### config.mk
export PLATFORM = sky130hd
export DESIGN_NAME = swpn_div
export DESIGN_NICKNAME = d
export VERILOG_FILES = /design/src/skin_weight_pack_normalize_macros.svh /design/src/swpn_pkg.sv /design/src/swpn_div.sv
export SDC_FILE = /design/constraint.sdc
export NUM_CORES = 1
export LEC_CHECK = 0
export ABC_AREA = 1
export ABC_CLOCK_PERIOD_IN_PS = 3600
export BUFFER_PORTS_ARGS = -buffer_cell sky130_fd_sc_hd__buf_2
export CORE_MARGIN = 5
export CORE_UTILIZATION = 33
export CTS_CLUSTER_SIZE = 25
export DETAILED_ROUTE_END_ITERATION = 8
export GPL_TIMING_DRIVEN = 0
export HOLD_SLACK_MARGIN = 0.1
export PLACE_DENSITY = 0.52
export SYNTH_ARGS = -nofsm -noshare
export SYNTH_HDL_FRONTEND = slang
export SYNTH_SLANG_ARGS = --single-unit
### constraint.sdc
create_clock -name clk -period 3.6 [get_ports clk]
set_input_delay 0.36 -clock clk [delete_from_list [all_inputs] [get_ports clk]]
set_output_delay 0.36 -clock clk [all_outputs]
set_load 0.005 [all_outputs]
### src/skin_weight_pack_normalize_macros.svh
// Assertion macros used by the skinning weight table top level.
`ifndef SKIN_WEIGHT_PACK_NORMALIZE_MACROS_SVH
`define SKIN_WEIGHT_PACK_NORMALIZE_MACROS_SVH

// Same-cycle implication, sampled on clk, off while rst is high.
`define SWPN_ASSERT_NOW(name, ante, cons, msg) \
  name: assert property (@(posedge clk) disable iff (rst) (ante) |-> (cons)) else $error(msg);

// Next-cycle implication, sampled on clk, off while rst is high.
`define SWPN_ASSERT_NEXT(name, ante, cons, msg) \
  name: assert property (@(posedge clk) disable iff (rst) (ante) |=> (cons)) else $error(msg);

`endif

### src/swpn_pkg.sv
// Package: sizes, row layout and control structs of the skinning weight table.
`default_nettype none
package swpn_pkg;

  localparam int SLOTS     = 4;
  localparam int VERTICES  = 1024;
  localparam int JOINTS    = 256;
  localparam int REPORTED  = 4;
  localparam int SHOWN     = (SLOTS < REPORTED) ? SLOTS : REPORTED;
  localparam int ADDR_W    = (VERTICES > 1) ? $clog2(VERTICES) : 1;
  localparam int SLOT_W    = (SLOTS > 1) ? $clog2(SLOTS) : 1;
  localparam int SUM_W     = 16 + $clog2(SLOTS);
  localparam int EPOCH_W   = 6;
  localparam int DIV_STEPS = 17;
  localparam int DCNT_W    = 5;

  typedef logic [15:0] weight_t;
  typedef logic [7:0]  joint_t;
  typedef logic [SUM_W-1:0] sum_t;

  typedef enum logic [1:0] {
    OP_CLEAR = 2'd0,
    OP_ADD   = 2'd1,
    OP_READ  = 2'd2,
    OP_NONE  = 2'd3
  } op_t;

  typedef struct packed {
    logic [EPOCH_W-1:0]  tag;
    weight_t [SLOTS-1:0] w;
    joint_t  [SLOTS-1:0] j;
  } row_t;

  typedef struct packed {
    logic              rd_en;
    logic              wr_en;
    logic [ADDR_W-1:0] addr;
    row_t              wr_row;
  } tbl_req_t;

  typedef struct packed {
    logic    start;
    weight_t dividend;
    sum_t    divisor;
  } div_req_t;

  typedef struct packed {
    logic    done;
    weight_t quotient;
  } div_rsp_t;

endpackage
`default_nettype wire

### src/swpn_div.sv
// Radix-2 restoring divider: floor(w * 2^16 / sum), one quotient bit per cycle.
`default_nettype none
module swpn_div (
  input  wire logic               clk,
  input  wire logic               rst,
  input  wire swpn_pkg::div_req_t req,
  output swpn_pkg::div_rsp_t      rsp
);

  logic                         run;
  logic                         done;
  logic [swpn_pkg::DCNT_W-1:0]  cnt;
  logic [swpn_pkg::SUM_W:0]     rem;
  swpn_pkg::sum_t               dvs;
  logic [16:0]                  quo;

  logic                         qbit;
  logic [swpn_pkg::SUM_W:0]     diff;
  logic [swpn_pkg::SUM_W:0]     kept;
  logic [swpn_pkg::SUM_W:0]     rem_next;

  // Partial remainder stays below the divisor after each step, so the shift never overflows.
  always_comb begin
    qbit     = rem >= {1'b0, dvs};
    diff     = rem - {1'b0, dvs};
    kept     = qbit ? diff : rem;
    rem_next = {kept[swpn_pkg::SUM_W-1:0], 1'b0};
  end

  always_ff @(posedge clk) begin
    if (rst) begin
      run  <= 1'b0;
      done <= 1'b0;
    end else begin
      done <= 1'b0;
      if (req.start) begin
        run <= 1'b1;
        cnt <= swpn_pkg::DCNT_W'(swpn_pkg::DIV_STEPS);
        rem <= (swpn_pkg::SUM_W + 1)'(req.dividend);
        dvs <= req.divisor;
      end else if (run) begin
        rem <= rem_next;
        quo <= {quo[15:0], qbit};
        cnt <= cnt - 1'b1;
        if (cnt == swpn_pkg::DCNT_W'(1)) begin
          run  <= 1'b0;
          done <= 1'b1;
        end
      end
    end
  end

  // A lone full slot gives exactly one; saturate it.
  assign rsp.done     = done;
  assign rsp.quotient = quo[16] ? '1 : quo[15:0];

endmodule
`default_nettype wire

==> summary.md, run 1 <==
| Metric | Value |
|---|---|
| Status | completed |
| Crit path capture type | register |
| Type of the worst min-delay path | in -> reg |
| Post-DR vias/cell | 4.514 |
| Setup violators final | 0 |
| Synth warn | 0 |
| Maximum achievable frequency | 442.4 MHz |
| Largest net degree at the start of global routing | 26 |
| DIE WIDTH | 119.1 um |
| Worst-Skew Late Latency | 0.34 ns |
| TritonCTS clock tree | done |
| Share of cells above drive strength 1 | 20.07% |
| DRC Markers | 0 |
| Drt first pass iters | 5 |
| Die Ht | 119.1 um |
| Post-synthesis cell area | 3929 um2 |
| Async S/R FF share, synth | 0% |
| Worst flop-to-flop path endpoint | rem[10]$_DFFE_PP_ |
| Detailed-route via count | 3,187 |
| Drt wl/cell | 13.11 um |
| CP Cell Sequence | ha_1 > nand2_2 > inv_1 > nand2_1 > inv_2 > nand2_1 > nand3_1 > nor2_2 > buf_6 > nand3_1 > nand3_1 > nand2_1 |
| Slew Limit Fails | 0 |
| Top Family by Delay on Critical Path | simple AND/OR/NAND/NOR gates |
| Skew final | 0.004450 ns |
| Final net count | 616 |
| Total track usage | 13.85% |
| Slew HR | 42.03% |
| Slack of the critical path | 1.340 ns |
| Number of global-route vias before repair | 3,248 |
| Crit path time final | 2.260 ns |
| Max Cap Viol | 0 |
| Static Leak | 0.002338 uW |
| Crit path launch type | register |
| Fin. Hold Viols | 0 |
| Crit path max fanout | 10 |
| WP data arrival | 2.35 ns |
| Count leader, synth | nand2_1 |
| PD cells | 467.2 nW/um2 |
| Yosys reg bits | 61 |
| Global route total overflow | 0 |
| Clock Tree Buf Depth | 2 |
| Antenna Nets Post-Route | 0 |
| Period utilization | 62.79% |
| Internal power | 1556 uW |
| H-tree Lvls | 3 |
| Setup Crit Path Kind | reg -> reg |
| Number of synthesized flops with an enable pin | 59 |
| Combinational power share | 22.8% |
| Final HPWL DP | 7.200 mm |
| Slowest CP cell | edfxtp_1 |
| Top cells by area, synth | edfxtp_1 (45%), nand2_1 (15%), inv_1 (8.9%) |
| Core area | 11,560 um2 |
| CTS Hold Bufs | 0 |
| Syn nets | 550 |
| Setup TNS | 0 ns |
| Post-synth cell types | 28 |
| Start point of the worst min-delay path | req[1] |
| I/O pins | 54 |
| CTS resizes | 0 |
| Initial Util | 33.97% |
| Initial antenna violation count | 0 |
| Post-synthesis sequential area ratio | 46.11% |
| CP required | 3.69 ns |
| Setup Fix Bufs, Post-CTS | 0 |
| Yosys top cell area share | 45.10% |
| CTS Sinks | 61 |
| Slew @ Worst Pin | 0.8676 ns |
| R2R Path Start | rem[15]$_DFFE_PP_ |
| Sw Ratio | 29.16% |
| Post-synth top cells | nand2_1 (162), inv_1 (93), edfxtp_1 (59) |
| Fill count | 1,196 |
| Worst Hold End | dvs[1]$_DFFE_PP_ |
| Crit path buf inv count | 3 |
| Ant. Diodes | 0 |
| Sequential share of power | 38.9% |
| Post-synth top flop | edfxtp_1 |
| Clk pwr share | 38.3% |
| RD Place Congestion | 0.8812 |
| Routed WL | 9.256 mm |
| Row count | 39 |
| Clock transition at path regs | 0.05 ns |
| Clock Tree Root | clkbuf_16 |
| Iter 0 DRT Violations | 135 |
| Psw | 640.5 uW |
| Final Non-Filler Cells | 706 |
| First-pass GRT wire length | 15.46 mm |
| Area grow syn2layout | 19.68% |
| Synth area leader | edfxtp_1 |
| Worst hold path depth | 1 |
| Placement Setup Slack | 1.336 ns |
| Die area | 14,190 um2 |
| TritonCTS buffer count | 9 |
| Buffers on Ports | 53 |
| VDD IR-drop max | 0.2511 mV |
| Crit-path max cell delay | 0.41 ns |
| Gate Count Post-Synth | 492 |
| Placed Instances | 690 |
| RSZ-0062 raised after global routing | no |
| Worst reg2reg path depth | 12 |
| Reg2reg setup slack | 1.34 ns |
| Syn avg cell area | 7.985 um2 |
## cells by family after synthesis
logic type | share of synthesized area, %
buf+inv | 11.08
flops | 46.11
simple gates | 31.85
compound gates | 2.293
xor+xnor | 1.784
fa+ha+maj | 6.879
## routing by layer
metal	vias to the layer above	part of all wire (%)	track usage, %
li1	1685	-	-
met1	1421	50	18.28
met2	67	43	21.12
met3	14	5.0	4.265
met4	0	1.8	5.720
met5	-	0	0
## worst max path at each step
stage,start,end,depth (start not counted)
floorplan,req[34],quo[0]$_DFFE_PP_,2
global placement,req[34],quo[11]$_DFFE_PP_,3
detailed placement,dvs[0]$_DFFE_PP_,rem[17]$_SDFFCE_PP0P_,14
CTS,rem[16]$_SDFFCE_PP0P_,rem[6]$_DFFE_PP_,12
global route,rem[14]$_DFFE_PP_,rem[13]$_DFFE_PP_,12
finish,rem[15]$_DFFE_PP_,rem[10]$_DFFE_PP_,12
## worst reg2reg max path, cell delays in order (launching register included)
cell and delay (ns):
edfxtp_1 0.41, ha_1 0.38, nand2_2 0.12, inv_1 0.06, nand2_1 0.09, inv_2 0.06
nand2_1 0.06, nand3_1 0.08, nor2_2 0.32, buf_6 0.21, nand3_1 0.09, nand3_1 0.09
nand2_1 0.05
## through the flow
step           total power (uW)  area (um2)  utilization, %  hold slack (ns)
6_report                   2197        4702           40.66           0.1920
5_1_grt                    2329        4702           40.66           0.1769
4_1_cts                    2227        4702           40.66           0.1768
3_5_place_dp               1373        4418           38.20           0.4296
3_3_place_gp               1366        4373           37.81           0.4242
2_1_floorplan              1242        3929               -           0.4174
## cell type report
class	instances	area (um2)	area share [%]
Tap cell	143	178.9	3.805
Clock buffer	11	232.7	4.949
Clock inverter	5	51.30	1.091
Buffer	10	78.83	1.676
Multi-Input combinational cell	326	1700	36.16
Sequential cell	61	1812	38.53
Timing Repair Buffer	55	291.5	6.200
Inverter	95	356.6	7.584
## power by group through the flow
stage | sequential (uW) | clock [uW] | combinational [uW]
floorplan | 864 | 0 | 378
CTS | 856 | 864 | 507
finish | 856 | 841 | 500
detailed placement | 869 | 0 | 504
global route | 860 | 892 | 576
global placement | 871 | 0 | 495
## placed cells by master, fill, tap and decap left out, drive strengths merged
master / instances
nand2: 168
inv: 95
buf: 62
edfxtp: 59
nand3: 50
nor2: 28
ha: 20
or2: 18
clkbuf: 14
a21oi: 12
xnor2: 8
nor3: 7
o21ai: 6
nand4: 4
nand3b: 3
clkinv: 3
dfxtp: 2
nor4: 1
fa: 1
bufinv: 1
clkinvlp: 1
## sequential cells by signal (all words and copies together) (netlist names)
name and count:
rem 19, dvs 18, quo 17, cnt 5
done 1, run 1
(Power assumes the default switching activity.)
==> inputs of run 2 (changes only) <==
--- a/config.mk
+++ b/config.mk
@@ -6,7 +6,7 @@
 export NUM_CORES = 1
 export LEC_CHECK = 0
 export ABC_AREA = 1
-export ABC_CLOCK_PERIOD_IN_PS = 3600
+export ABC_CLOCK_PERIOD_IN_PS = 2300
 export BUFFER_PORTS_ARGS = -buffer_cell sky130_fd_sc_hd__buf_2
 export CORE_MARGIN = 5
 export CORE_UTILIZATION = 33
==> constraint.sdc (replaced) <==
create_clock -name clk -period 2.3 [get_ports clk]
set_input_delay 0.23 -clock clk [delete_from_list [all_inputs] [get_ports clk]]
set_output_delay 0.23 -clock clk [all_outputs]
set_load 0.005 [all_outputs]
==> run 2 against run 1 <==
  * Clock power grew 57%
  * Critical path type unchanged
  * Design area grew 6.5%
  * Largest power group unchanged
  * Clock skew is essentially flat
  * Worst hold slack lost 0.032 ns
==> summary.md, run 2 (same netlist as run 1, synthesis figures left out) <==
| Metric | Value |
|---|---|
| Initial antenna violation count | 0 |
| PD cells | 702.2 nW/um2 |
| Largest regs | rem x19, dvs x18, quo x17 |
| Die Ht | 119.1 um |
| DIE WIDTH | 119.1 um |
| TritonCTS buffer count | 9 |
| Biggest register | rem |
| Row count | 39 |
| Worst hold path depth | 3 |
| RD Place Congestion | 0.8812 |
| Reg2reg setup slack | 0.16 ns |
| Crit path capture type | register |
| Max FFs per register | 19 |
| R2R Path Start | rem[4]$_DFFE_PP_ |
| Slew HR | 41.98% |
| Status | completed |
| Final HPWL DP | 7.200 mm |
| Start point of the worst min-delay path | req[22] |
| CTS Sinks | 61 |
| Placed Instances | 690 |
| Final Non-Filler Cells | 728 |
| DRC Markers | 0 |
| RSZ-0062 raised after global routing | yes |
| Setup violators final | 0 |
| Slew Limit Fails | 0 |
| CP required | 2.39 ns |
| TritonCTS clock tree | done |
| Period utilization | 92.83% |
| Detailed-route via count | 3,285 |
| Commonest non-fill, non-tap cell in the layout | nand2_1 |
| Worst-Skew Late Latency | 0.34 ns |
| Die area | 14,190 um2 |
| Origin of the worst setup path | rem[4]$_DFFE_PP_ |
| Ant. Diodes | 0 |
| Max Cap Viol | 0 |
| Post-DR vias/cell | 4.512 |
| Clock Tree Root | clkbuf_16 |
| Fin. Hold Viols | 0 |
| Worst reg2reg path depth | 11 |
| Worst flop-to-flop path endpoint | rem[10]$_DFFE_PP_ |
| Maximum achievable frequency | 468.4 MHz |
| End of the critical path | rem[10]$_DFFE_PP_ |
| Fin util | 43.31% |
| Setup Crit Path Kind | reg -> reg |
| Most frequent cells in the layout | nand2_1 (161), inv_1 (93), edfxtp_1 (59), buf_2 (53), nand3_1 (46) |
| Total track usage | 13.91% |
| H-tree Lvls | 3 |
| Clock transition at path regs | 0.05 ns |
| First-pass GRT wire length | 15.54 mm |
| Slew @ Worst Pin | 0.8684 ns |
| Largest net degree at the start of global routing | 26 |
| Buffers on Ports | 53 |
| Overall Power | 3517 uW |
| Number of global-route vias before repair | 3,269 |
| Crit path max fanout | 10 |
| Drt first pass iters | 5 |
| Iter 0 DRT Violations | 140 |
| Share of cells above drive strength 1 | 21.88% |
| Skew final | 0.004270 ns |
| Routed WL | 9.524 mm |
| Global route total overflow | 0 |
| Static Leak | 0.002431 uW |
| Area grow syn2layout | 27.48% |
| Core area | 11,560 um2 |
| WP data arrival | 2.23 ns |
| Drt wl/cell | 13.08 um |
| Initial Util | 33.97% |
| Clock Tree Buf Depth | 2 |
| Final net count | 638 |
| VDD IR-drop max | 0.3933 mV |
| Antenna Nets Post-Route | 0 |
| I/O pins | 54 |
| Type of the worst min-delay path | in -> reg |
| Crit path launch type | register |
| Crit path time final | 2.135 ns |
| Fill count | 1,177 |
run 2: cell types whose count changed in the layout (fill, tap and decap cells not counted), moves of 2 or more:
cell | previous run | this run
buf_4 | 3 | 6
ha_2 | 0 | 3
nor2_2 | 4 | 2
dlygate4sd3_1 | 0 | 19
ha_1 | 20 | 12
ha_4 | 0 | 5
nor2_4 | 1 | 3
run 2: power by group:
part	switching (uW)	internal [uW]
clock network	487	830
registers	35.6	1310
logic	502	354
total	1020	2490
run 2: how the worst min path moves through the flow:
| stage | slack, ns | end |
|---|---|---|
| 2_1_floorplan | 0.31 | done$_SDFF_PP0_ |
| 3_3_place_gp | 0.41 | dvs[1]$_DFFE_PP_ |
| 3_5_place_dp | 0.41 | dvs[11]$_DFFE_PP_ |
| 4_1_cts | 0.14 | rem[14]$_DFFE_PP_ |
| 5_1_grt | 0.16 | rem[10]$_DFFE_PP_ |
| 6_report | 0.16 | rem[4]$_DFFE_PP_ |
run 2: critical path, cell delays in order, from the launching register on:
cell	delay, ns
edfxtp_1	0.39
ha_1	0.38
nand2_1	0.09
nor2_1	0.26
nand2_1	0.08
nor2_1	0.12
nand2_1	0.08
nand4_2	0.13
buf_6	0.17
nand2_1	0.06
nand3_1	0.07
nand2_1	0.05
run 2: area by class of cell:
class	instances	area [um2]	area share, %
Clock buffer	11	232.7	4.647
Clock inverter	5	51.30	1.024
Tap cell	143	178.9	3.572
Timing Repair Buffer	77	504.2	10.07
Multi-Input combinational cell	326	1794	35.82
Sequential cell	61	1812	36.17
Buffer	10	78.83	1.574
Inverter	95	356.6	7.120
run 2: repair_timing:
item,4_1_cts,5_1_grt
hold buffers,19,0
hold endpoints to repair,19,0
resized for setup,0,14
setup buffers,0,3
endpoints found under the setup margin,0,14
run 2: through the flow:
step	setup slack, ns	area [um2]	hold slack (ns)	TNS (ns)
final	0.1649	5009	0.1598	0
after detailed placement	0.03641	4418	0.4081	0
after global placement	-0.6906	4373	0.4064	-27.04
after CTS	0.02793	4892	0.1436	0
after global routing	-0.02761	5009	0.1592	-0.03973
after floorplan	0.2092	3929	0.3064	0
run 2: routing by layer:
| metal | track usage (%) | share of wire (%) | up-vias |
|---|---|---|---|
| met2 | 21.34 | 44 | 69 |
| met1 | 18.37 | 50 | 1474 |
| met5 | 0 | 0 | - |
| li1 | - | - | 1728 |
| met3 | 4.123 | 4.4 | 14 |
| met4 | 5.720 | 1.8 | 0 |
==> inputs of run 3 (changes only) <==
--- a/config.mk
+++ b/config.mk
@@ -8,13 +8,16 @@
 export ABC_AREA = 1
 export ABC_CLOCK_PERIOD_IN_PS = 2300
 export BUFFER_PORTS_ARGS = -buffer_cell sky130_fd_sc_hd__buf_2
+export CELL_PAD_IN_SITES_DETAIL_PLACEMENT = 0
+export CELL_PAD_IN_SITES_GLOBAL_PLACEMENT = 1
+export CORE_ASPECT_RATIO = 0.5
 export CORE_MARGIN = 5
 export CORE_UTILIZATION = 33
 export CTS_CLUSTER_SIZE = 25
 export DETAILED_ROUTE_END_ITERATION = 8
 export GPL_TIMING_DRIVEN = 0
 export HOLD_SLACK_MARGIN = 0.1
-export PLACE_DENSITY = 0.52
+export PLACE_DENSITY = 0.65
 export SYNTH_ARGS = -nofsm -noshare
 export SYNTH_HDL_FRONTEND = slang
 export SYNTH_SLANG_ARGS = --single-unit
==> run 3 against run 2 <==
  * Register-to-register slack worse by 0.02 ns
  * Clock skew up 0.0025 ns
  * Sequential cell count unchanged
  * Critical endpoint is now rem[15]$_DFFE_PP_
  * Largest cell class unchanged
==> summary.md, run 3 (same netlist as run 1, synthesis figures left out) <==
| Metric | Value |
|---|---|
| Status | completed |
| Reg2reg setup slack | 0.14 ns |
| RSZ-0062 raised after global routing | yes |
| DRC Markers | 0 |
| Crit path launch type | register |
| Register Area | 1812 um2 |
| Fin. Hold Viols | 0 |
| Top Family by Delay on Critical Path | simple AND/OR/NAND/NOR gates |
| Slew HR | 39.20% |
| Crit path buf inv count | 2 |
| Placement Setup Slack | -0.001777 ns |
| Number of global-route vias before repair | 3,138 |
| Global route total overflow | 0 |
| Commonest non-fill, non-tap cell in the layout | nand2_1 |
| Overall Power | 3555 uW |
| TritonCTS buffer count | 9 |
| Clock transition at path regs | 0.06 ns |
| TritonCTS clock tree | done |
| Crit path capture type | register |
| Final HPWL DP | 7.506 mm |
| DIE WIDTH | 164.3 um |
| Setup TNS | 0 ns |
| Row count | 28 |
| I/O pins | 54 |
| Period utilization | 93.86% |
| Crit-path max cell delay | 0.36 ns |
| Area grow syn2layout | 28.34% |
| Slack of the critical path | 0.1413 ns |
| Type of the worst min-delay path | in -> reg |
| Initial antenna violation count | 0 |
| Die area | 14,320 um2 |
| Fin util | 42.96% |
| Post-DR vias/cell | 4.325 |
| Crit path time final | 2.159 ns |
| Static Leak | 0.002440 uW |
| Clock Tree Root | clkbuf_16 |
| Skew final | 0.006745 ns |
| Die Ht | 87.16 um |
| Largest regs | rem x19, dvs x18, quo x17 |
| Buffers on Ports | 53 |
| Detailed-route via count | 3,244 |
| Worst-Skew Late Latency | 0.33 ns |
| Drt first pass iters | 4 |
| CP Cell Sequence | inv_1 > ha_1 > inv_1 > fa_2 > nand2_1 > nand2_1 > nand3_1 > nand2_2 > nand2_1 > nand3_1 > nand2_1 > nand2_1 > nand3_1 > nand2_1 |
| Setup violators final | 0 |
| Fill count | 1,233 |
| Area taken by multi-input logic gates | 1788 um2 |
| CTS Sinks | 61 |
| First-pass GRT wire length | 15.79 mm |
| Hold_ws | 0.1585 ns |
| Max FFs per register | 19 |
| Total track usage | 14.27% |
| CP most frequent cell | nand2_1 |
| Biggest register | rem |
| Maximum achievable frequency | 463.2 MHz |
| Setup Crit Path Kind | reg -> reg |
| Max Cap Viol | 0 |
| CP required | 2.39 ns |
| VDD IR-drop max | 0.2967 mV |
| Final net count | 638 |
| Ant. Diodes | 0 |
| Crit path max fanout | 4 |
| Core area | 11,740 um2 |
| Initial Util | 33.48% |
| Iter 0 DRT Violations | 181 |
| Antenna Nets Post-Route | 0 |
| WP data arrival | 2.24 ns |
| Clock Tree Buf Depth | 2 |
| Slew Limit Fails | 0 |
| H-tree Lvls | 3 |
| Largest net degree at the start of global routing | 26 |
| PD cells | 705.0 nW/um2 |
| Drt wl/cell | 13.03 um |
| Routed WL | 9.771 mm |
| RD Place Congestion | 0.8226 |
| Most frequent cells in the layout | nand2_1 (159), inv_1 (93), edfxtp_1 (59), buf_2 (53), nand3_1 (46) |
| Share of cells above drive strength 1 | 22.22% |
| Slew @ Worst Pin | 0.9099 ns |
| Slowest CP cell | edfxtp_1 |
## run 3: changes by cell type in the layout (fill, tap and decap cells not counted), sizes merged
| cell | delta |
|---|---|
| clkinvlp | +1 |
| clkbuf | -1 |
## run 3: metal layers
layer / GRT usage (%) / share of wire, % / vias up
li1: - / - / 1733
met1: 21.26 / 55 / 1447
met2: 20.69 / 40 / 59
met3: 3.121 / 4.9 / 5
met4: 4.110 / 0.74 / 0
met5: 0 / 0 / -
## run 3: worst paths after layout
kind	start	to	cells past startpoint
min	req[18]	rem[0]$_SDFFCE_PN0P_	3
max reg2reg	rem[0]$_SDFFCE_PN0P_	rem[15]$_DFFE_PP_	14
max	rem[0]$_SDFFCE_PN0P_	rem[15]$_DFFE_PP_	14
min reg2reg	quo[9]$_DFFE_PP_	quo[10]$_DFFE_PP_	0
## run 3: repair_timing
item / CTS / global route
pin swaps: 0 / 1
setup buffers: 0 / 3
hold buffers: 19 / 0
hold endpoints to repair: 19 / 0
endpoints found under the setup margin: 4 / 28
resized for setup: 1 / 18
gates cloned: 0 / 0
## run 3: power by group
group	switching (uW)	internal (uW)	total (uW)	leakage, uW
Sequential	34.2	1310	1340	0.000570
Combinational	512	351	863	0.00173
Clock	514	836	1350	0.000138
Total	1060	2500	3560	0.00244
## run 3: stage by stage
step	area [um2]	std cells
floorplan	3929	492
global placement	4400	710
global route	5042	750
detailed placement	4446	712
CTS	4933	747
finish	5042	750
## run 3: final cells by class
type	instances	area share, %
plain buffers	10	1.638
well taps	165	4.094
flip-flops and latches	61	35.93
clock inverters	6	1.266
inverters	95	7.072
repair buffers	77	10.00
multi-input cells	326	35.46
clock buffers	10	4.541
## run 3: worst min-delay path, cell delays in order
cell and delay [ns]:
buf_2 0.08, nand2_1 0.04, inv_1 0.04
